## src/hw/rtl/wavhdr_pkg.sv

```systemverilog
`timescale 1ns / 1ps

package wavhdr_pkg;

    localparam int unsigned POS_WIDTH = 32;
    localparam logic [POS_WIDTH-1:0] POS_MAX = {POS_WIDTH{1'b1}};

    localparam logic [31:0] TAG_RIFF = 32'h5249_4646;
    localparam logic [31:0] TAG_WAVE = 32'h5741_5645;
    localparam logic [31:0] TAG_FMT  = 32'h666D_7420;
    localparam logic [31:0] TAG_DATA = 32'h6461_7461;

    localparam logic [POS_WIDTH-1:0] MIN_SIZE = POS_WIDTH'(44);
    localparam logic [31:0]          MIN_FMT  = 32'd16;
    localparam logic [31:0]          HDR_LEN  = 32'd8;

    localparam logic [POS_WIDTH-1:0] POS_RIFF_END = POS_WIDTH'(3);
    localparam logic [POS_WIDTH-1:0] POS_WAVE_END = POS_WIDTH'(11);

    localparam logic [4:0] FMT_OFF_END = 5'd16;

    typedef logic [1:0] t_status;
    localparam t_status ST_OK    = 2'd0;
    localparam t_status ST_SHORT = 2'd1;
    localparam t_status ST_BAD   = 2'd2;

    typedef enum logic [5:0] {
        PH_HEAD = 6'b000001,
        PH_CHDR = 6'b000010,
        PH_BODY = 6'b000100,
        PH_PAD  = 6'b001000,
        PH_DONE = 6'b010000,
        PH_ERR  = 6'b100000
    } t_phase;

endpackage

```

## src/hw/rtl/wav_riff_header_parser_core.sv

```systemverilog
// output: o_valid rises once the final word of a buffer has passed the input register and reached the result register
// throughput: one word per cycle, set by the single update pass between the
// input register and the result register; a final word waits while the result register is held
// reset: synchronous active-low i_rst_n clears the parse state and both valids
// parse state also returns to its reset values after each final word
`timescale 1ns / 1ps

module wav_riff_header_parser_core (
    input  logic                      i_clk,
    input  logic                      i_rst_n,
    input  logic                      i_valid,
    output logic                      o_ready,
    input  logic [7:0]                i_data_byte,
    input  logic                      i_last,
    output logic                      o_valid,
    input  logic                      i_ready,
    output wavhdr_pkg::t_status       o_status,
    output logic                      o_valid_res,
    output logic [15:0]               o_wave_format,
    output logic [15:0]               o_channels,
    output logic [31:0]               o_rate_hz,
    output logic [15:0]               o_sample_width,
    output logic [31:0]               o_body_offset,
    output logic [31:0]               o_body_length
);
    import wavhdr_pkg::*;

    // input register
    logic       r_in_valid;
    logic [7:0] r_in_byte;
    logic       r_in_last;

    // parse state
    logic [POS_WIDTH-1:0] r_pos,   n_pos;
    t_phase               r_phase, n_phase;
    logic [31:0]          r_tag,   n_tag;
    logic [31:0]          r_len,   n_len;
    logic [31:0]          r_left,  n_left;
    logic                 r_pad,   n_pad;
    logic [4:0]           r_foff,  n_foff;
    logic [15:0]          r_fmt,   n_fmt;
    logic [15:0]          r_chan,  n_chan;
    logic [31:0]          r_rate,  n_rate;
    logic [15:0]          r_bits,  n_bits;
    logic [31:0]          r_dstart, n_dstart;
    logic [31:0]          r_dlen,  n_dlen;
    logic [1:0]           r_seen,  n_seen;
    logic                 r_err,   n_err;

    // result register
    logic        r_out_valid;
    t_status     r_out_status;
    logic [15:0] r_out_fmt;
    logic [15:0] r_out_chan;
    logic [31:0] r_out_rate;
    logic [15:0] r_out_bits;
    logic [31:0] r_out_doff;
    logic [31:0] r_out_dsize;

    t_status n_status;
    logic    out_free;
    logic    stage_fire;
    logic    res_fire;

    assign out_free   = !r_out_valid || i_ready;
    assign stage_fire = r_in_valid && (!r_in_last || out_free);
    assign res_fire   = stage_fire && r_in_last;
    assign o_ready    = !r_in_valid || stage_fire;

    always_comb begin
        n_pos    = (r_pos == POS_MAX) ? r_pos : r_pos + 1'b1;
        n_phase  = r_phase;
        n_tag    = r_tag;
        n_len    = r_len;
        n_left   = r_left;
        n_pad    = r_pad;
        n_foff   = r_foff;
        n_fmt    = r_fmt;
        n_chan   = r_chan;
        n_rate   = r_rate;
        n_bits   = r_bits;
        n_dstart = r_dstart;
        n_dlen   = r_dlen;
        n_seen   = r_seen;
        n_err    = r_err;

        unique case (r_phase)
            PH_HEAD: begin
                n_tag = {r_tag[23:0], r_in_byte};
                if (r_pos == POS_RIFF_END && n_tag != TAG_RIFF) begin
                    n_err   = 1'b1;
                    n_phase = PH_ERR;
                end else if (r_pos == POS_WAVE_END) begin
                    if (n_tag != TAG_WAVE) begin
                        n_err   = 1'b1;
                        n_phase = PH_ERR;
                    end else begin
                        n_phase = PH_CHDR;
                        n_left  = HDR_LEN;
                        n_tag   = '0;
                        n_len   = '0;
                    end
                end
            end
            PH_CHDR: begin
                if (r_left > 32'd4) begin
                    n_tag = {r_tag[23:0], r_in_byte};
                end else begin
                    n_len = {r_in_byte, r_len[31:8]};
                end
                n_left = r_left - 1'b1;
                if (r_left == 32'd1) begin
                    n_pad  = n_len[0];
                    n_foff = '0;
                    if (n_tag == TAG_FMT) begin
                        if (n_len < MIN_FMT) begin
                            n_err   = 1'b1;
                            n_phase = PH_ERR;
                        end else begin
                            n_left  = n_len;
                            n_phase = PH_BODY;
                        end
                    end else if (n_tag == TAG_DATA) begin
                        n_dstart = 32'(n_pos);
                        n_dlen   = n_len;
                        n_seen   = r_seen | 2'b10;
                        n_phase  = PH_DONE;
                    end else if (n_len == 32'd0) begin
                        n_phase = PH_CHDR;
                        n_left  = HDR_LEN;
                        n_tag   = '0;
                        n_len   = '0;
                    end else begin
                        n_left  = n_len;
                        n_phase = PH_BODY;
                    end
                end
            end
            PH_BODY: begin
                if (r_tag == TAG_FMT) begin
                    case (r_foff)
                        5'd0:    n_fmt[7:0]    = r_in_byte;
                        5'd1:    n_fmt[15:8]   = r_in_byte;
                        5'd2:    n_chan[7:0]   = r_in_byte;
                        5'd3:    n_chan[15:8]  = r_in_byte;
                        5'd4:    n_rate[7:0]   = r_in_byte;
                        5'd5:    n_rate[15:8]  = r_in_byte;
                        5'd6:    n_rate[23:16] = r_in_byte;
                        5'd7:    n_rate[31:24] = r_in_byte;
                        5'd14:   n_bits[7:0]   = r_in_byte;
                        5'd15:   n_bits[15:8]  = r_in_byte;
                        default: ;
                    endcase
                    if (r_foff != FMT_OFF_END) begin
                        n_foff = r_foff + 1'b1;
                    end
                end
                n_left = r_left - 1'b1;
                if (r_left == 32'd1) begin
                    if (r_tag == TAG_FMT) begin
                        n_seen = r_seen | 2'b01;
                    end
                    if (r_pad) begin
                        n_phase = PH_PAD;
                    end else begin
                        n_phase = PH_CHDR;
                        n_left  = HDR_LEN;
                        n_tag   = '0;
                        n_len   = '0;
                    end
                end
            end
            PH_PAD: begin
                n_pad   = 1'b0;
                n_phase = PH_CHDR;
                n_left  = HDR_LEN;
                n_tag   = '0;
                n_len   = '0;
            end
            default: ;
        endcase

        if (n_pos < MIN_SIZE) begin
            n_status = ST_SHORT;
        end else if (n_err) begin
            n_status = ST_BAD;
        end else if (n_phase == PH_BODY && n_tag == TAG_FMT) begin
            n_status = ST_BAD;
        end else if (n_seen != 2'b11) begin
            n_status = ST_BAD;
        end else begin
            n_status = ST_OK;
        end
    end

    always_ff @(posedge i_clk) begin
        if (!i_rst_n) begin
            r_in_valid <= 1'b0;
        end else if (o_ready) begin
            r_in_valid <= i_valid;
        end
    end

    always_ff @(posedge i_clk) begin
        if (o_ready && i_valid) begin
            r_in_byte <= i_data_byte;
            r_in_last <= i_last;
        end
    end

    always_ff @(posedge i_clk) begin
        if (!i_rst_n || res_fire) begin
            r_pos    <= '0;
            r_phase  <= PH_HEAD;
            r_tag    <= '0;
            r_len    <= '0;
            r_left   <= '0;
            r_pad    <= 1'b0;
            r_foff   <= '0;
            r_fmt    <= '0;
            r_chan   <= '0;
            r_rate   <= '0;
            r_bits   <= '0;
            r_dstart <= '0;
            r_dlen   <= '0;
            r_seen   <= '0;
            r_err    <= 1'b0;
        end else if (stage_fire) begin
            r_pos    <= n_pos;
            r_phase  <= n_phase;
            r_tag    <= n_tag;
            r_len    <= n_len;
            r_left   <= n_left;
            r_pad    <= n_pad;
            r_foff   <= n_foff;
            r_fmt    <= n_fmt;
            r_chan   <= n_chan;
            r_rate   <= n_rate;
            r_bits   <= n_bits;
            r_dstart <= n_dstart;
            r_dlen   <= n_dlen;
            r_seen   <= n_seen;
            r_err    <= n_err;
        end
    end

    always_ff @(posedge i_clk) begin
        if (!i_rst_n) begin
            r_out_valid <= 1'b0;
        end else if (res_fire) begin
            r_out_valid <= 1'b1;
        end else if (i_ready) begin
            r_out_valid <= 1'b0;
        end
    end

    always_ff @(posedge i_clk) begin
        if (res_fire) begin
            r_out_status <= n_status;
            if (n_status == ST_OK) begin
                r_out_fmt   <= n_fmt;
                r_out_chan  <= n_chan;
                r_out_rate  <= n_rate;
                r_out_bits  <= n_bits;
                r_out_doff  <= n_dstart;
                r_out_dsize <= n_dlen;
            end else begin
                r_out_fmt   <= '0;
                r_out_chan  <= '0;
                r_out_rate  <= '0;
                r_out_bits  <= '0;
                r_out_doff  <= '0;
                r_out_dsize <= '0;
            end
        end
    end

    assign o_valid        = r_out_valid;
    assign o_status       = r_out_status;
    assign o_valid_res    = (r_out_status == ST_OK);
    assign o_wave_format  = r_out_fmt;
    assign o_channels     = r_out_chan;
    assign o_rate_hz      = r_out_rate;
    assign o_sample_width = r_out_bits;
    assign o_body_offset  = r_out_doff;
    assign o_body_length  = r_out_dsize;

    // a failed header reports all fields as zero
    a_err_zero: assert property (@(posedge i_clk) disable iff (!i_rst_n)
        (o_valid && o_status != ST_OK) |->
            (o_rate_hz == '0 && o_body_offset == '0 && o_body_length == '0
             && o_wave_format == '0))
        else $error("nonzero fields on failed header");

    // final word puts the parser back to its start
    a_last_clears: assert property (@(posedge i_clk) disable iff (!i_rst_n)
        res_fire |=> (r_phase == PH_HEAD && r_pos == '0 && r_seen == 2'b00))
        else $error("parse state not cleared after final word");

    // data chunk found ends the walk for good
    a_data_done: assert property (@(posedge i_clk) disable iff (!i_rst_n)
        r_seen[1] |-> (r_phase == PH_DONE && !r_err))
        else $error("data seen outside done phase");

    // a pending final word is never dropped while the result register is full
    a_hold_last: assert property (@(posedge i_clk) disable iff (!i_rst_n)
        (r_in_valid && r_in_last && r_out_valid && !i_ready) |=>
            (r_in_valid && r_in_last && r_out_valid))
        else $error("final word lost under output stall");

endmodule
```

## config.mk

```make
export PLATFORM = sky130hd
export DESIGN_NAME = wav_riff_header_parser_core
export DESIGN_NICKNAME = d
export VERILOG_FILES = /design/src/hw/rtl/wavhdr_pkg.sv /design/src/hw/rtl/wav_riff_header_parser_core.sv
export SDC_FILE = /design/constraint.sdc
export NUM_CORES = 1
export LEC_CHECK = 0
export BUFFER_PORTS_ARGS = -buffer_cell sky130_fd_sc_hd__buf_2
export CORE_ASPECT_RATIO = 1.5
export CORE_UTILIZATION = 60
export DETAILED_ROUTE_END_ITERATION = 8
export PLACE_DENSITY = 0.83
export SLEW_MARGIN = 20
export SYNTH_ARGS = -nofsm -noshare
export SYNTH_HDL_FRONTEND = slang
export SYNTH_SLANG_ARGS = --single-unit
```

## constraint.sdc

```tcl
create_clock -name i_clk -period 11.57 [get_ports i_clk]
set_clock_uncertainty 0.15 [all_clocks]
set_input_delay 0.5785 -clock i_clk [delete_from_list [all_inputs] [get_ports i_clk]]
set_output_delay 0.5785 -clock i_clk [all_outputs]
set_load 0.01 [all_outputs]
```

==> impl_metrics.py <==
metrics = {
    "timing": {
        "fin_crit_ns": 6.79,
        "drv_slew": 0,
        "period_share_pct": 58.7,
        "whs_ns": 0.0403,
        "rsz0062_at_grt": "no",
        "worst_pin_slew_ns": 1.14,
        "setup_violations": 0,
        "fmax_ghz": 0.147,
        "relSlewSlack_pct": 23.5,
        "finalSetupTns_ns": 0,
        "finalHoldViolations": 0,
        "layout_setup_ws_ns": 4.78,
    },
    "clock_tree": {
        "max-clock-path-buffers": 3,
        "ctsHoldBuffers": 0,
        "post_cts_buffers": 0,
        "clkLatencyLatePin_ns": 0.57,
        "htree_levels": 2,
        "cts_resized": 0,
        "clk_pin_slew_worst_paths_ns": 0.06,
        "clock-sinks": 444,
        "numCtsBuffers": 41,
        "root_buffer": "clkbuf_16",
        "cts_tree": "built",
    },
    "finish": {
        "drive_above_1_share_pct": 11.1,
        "insertedDiodeCount": 0,
        "final_nets": 2548,
        "finish.utilization_pct": 67.3,
        "multi_input_area_sq_um": 10700,
        "ff_latch_area_sq_um": 10400,
        "fillCellCount": 2855,
        "syn2layout_area_growth_pct": 10.0,
    },
    "floorplan": {
        "pin_count": 162,
        "start_util_pct": 61.2,
        "num_rows": 85,
        "die_area_sq_um": 37500,
        "dieHeight_um": 237,
        "chipWidth_um": 159,
        "coreArea_sq_um": 36100,
    },
    "drt": {
        "routed_via_density": 6.54,
        "final_antenna_net_count": 0,
        "drt_iter0_drc": 1938,
        "routed_wl_um": 67000,
        "wl_per_cell_um": 22.1,
        "dr.pass1.iters": 7,
        "drcViolationCount": 0,
        "num_vias": 19869,
    },
    "logic_synthesis": {
        "synth_nets": 2535,
        "yosys_most_used_dff": "dfxtp_1",
        "synth_seq_cells": 444,
        "synth_edf_count": 155,
        "netlist.top_cell.by_area": "dfxtp_1",
        "syn_area_sq_um": 22100,
        "yosysWarnings": 0,
        "synth_top_family_by_area": "simple AND/OR/NAND/NOR gates",
        "async_flop_share_pct": 0,
        "synth_top_area_share_pct": 26.2,
        "synthXorXnorAreaFrac_pct": 2.34,
        "synthTopCellsByCount": "nand2_1, dfxtp_1, nor2_1",
        "synthMuxAreaShare_pct": 5.82,
        "synth-simple-area-share_pct": 23.3,
        "syn_area_per_cell_sq_um": 8.78,
        "seq_area_frac_synth_pct": 47.3,
        "synth_adder_area_share_pct": 0.511,
        "yosysMostFrequentCell": "nand2_1",
        "synth_cells": 2513,
        "synth_compound_area_share_pct": 16.1,
        "synth_cell_type_count": 78,
        "synthTopCellsByArea": "dfxtp_1, edfxtp_1, mux2i_1, nand2_1, nor2_1",
    },
    "grt": {
        "grt_pass1_vias": 18793,
        "grtUsageTotal_pct": 35.6,
        "antenna_found_initial": 0,
        "grt_start_max_net_pins": 111,
        "grt_first_pass_wirelength_um": 104000,
        "grt-ovfl-total": 0,
    },
    "setup_path": {
        "end_kind": "register",
        "worstPathMaxFanout": 79,
        "start_kind": "register",
        "worstSetupPathType": "register to register",
        "cp.arrival_ns": 6.91,
        "crit_required_ns": 11.69,
    },
    "run_status": {
        "outcome": "completed",
    },
    "place": {
        "pre_cts_slack_ns": 4.97,
        "io_buffers": 161,
        "gp_congestion": 1.05,
        "hpwl_um": 45400,
    },
    "pwr": {
        "irDropWorstVdd_mv": 0.142,
        "power_density_nw_per_um2": 133,
        "cellLeakagePower_nw": 8.80,
    },
    "hold_path": {
        "hold_path_class": "input pin to register",
    },
    "run": {
        "drv_cap": 0,
    },
}
stage by stage:
step	cells	power, mW	instance area (sq um)
after global routing	3036	3.32	24300
after global placement	2961	1.85	22900
after CTS	3036	3.24	24300
after floorplan	2513	1.80	22100
after detailed placement	2961	1.85	22900
final	3036	3.24	24300
where the power goes:
group | internal (mW) | leakage [nW] | switching (mW)
combinational | 0.0449 | 4.08 | 0.142
sequential | 1.62 | 4.05 | 0.0169
clock | 0.807 | 0.672 | 0.608
total | 2.47 | 8.80 | 0.767
path summary, 6_finish.rpt:
path                      from            end  slack (ns)  cells past startpoint
setup reg to reg      r_pos[3]  o_channels[3]        4.78                     13
hold reg to reg   r_dstart[30]   r_dstart[30]        0.30                      2
setup / recovery      r_pos[3]  o_channels[3]        4.78                     13
hold / removal          i_last      r_in_last        0.04                      1
critical path, stage by stage (launching register included):
cell and delay (ns):
dfxtp_1 0.55, nand4_1 0.30, or4_1 0.79, o31ai_1 1.01
buf_4 0.31, nor2_1 0.06, xnor2_1 0.35, nand4_1 0.19
nor4b_1 0.62, nand4_1 0.45, o41ai_4 0.13, buf_4 0.60
buf_4 0.77, nor3_1 0.13
area by class of cell:
type	instances	share of cell area, %
repair buffers	197	4.44
clock buffers	55	4.66
multi-input cells	1819	44.0
well taps	478	2.47
clock inverters	20	1.06
inverters	23	0.356
flip-flops and latches	444	43.0
sequential cells by signal, indices dropped and copies added, names as in the netlist, 32 cells and up:
name,flops
o_body_length,32
o_body_offset,32
o_rate_hz,32
r_dlen,32
r_dstart,32
r_left,32
r_len,32
r_pos,32
r_rate,32
r_tag,32
kinds of logic (layout without fill, tap and decap cells):
kind of cell / Yosys count / in the layout
xor gates and xnor gates: 59 / 59
DFF: 444 / 444
buffers and inverters: 250 / 295
muxes: 128 / 128
adders and majority gates: 9 / 9
AOI/OAI and AO/OA: 550 / 550
and+or+nand+nor: 1073 / 1073
metal layers:
| metal | track usage [%] | up-vias | share of wire [%] |
|---|---|---|---|
| li1 | - | 9154 | - |
| met1 | 41.5 | 9418 | 37 |
| met2 | 59.6 | 1005 | 49 |
| met3 | 6.26 | 292 | 7.4 |
| met4 | 23.3 | 0 | 6.7 |
| met5 | 0 | - | 0 |
layout by cell type, fill, tap and decap left out, types with 25 or more instances in the layout:
cell type / count
nand2_1: 331
dfxtp_1: 289
nor2_1: 277
a21oi_1: 169
buf_2: 161
nor3_1: 156
edfxtp_1: 155
mux2i_1: 127
o21ai_0: 98
a211oi_1: 71
a22oi_1: 58
nand3_1: 55
clkbuf_16: 43
nor4_1: 40
nor3b_1: 37
buf_4: 36
xnor2_1: 34
nand4_1: 29
xor2_1: 25
(Power assumes the default switching activity.)
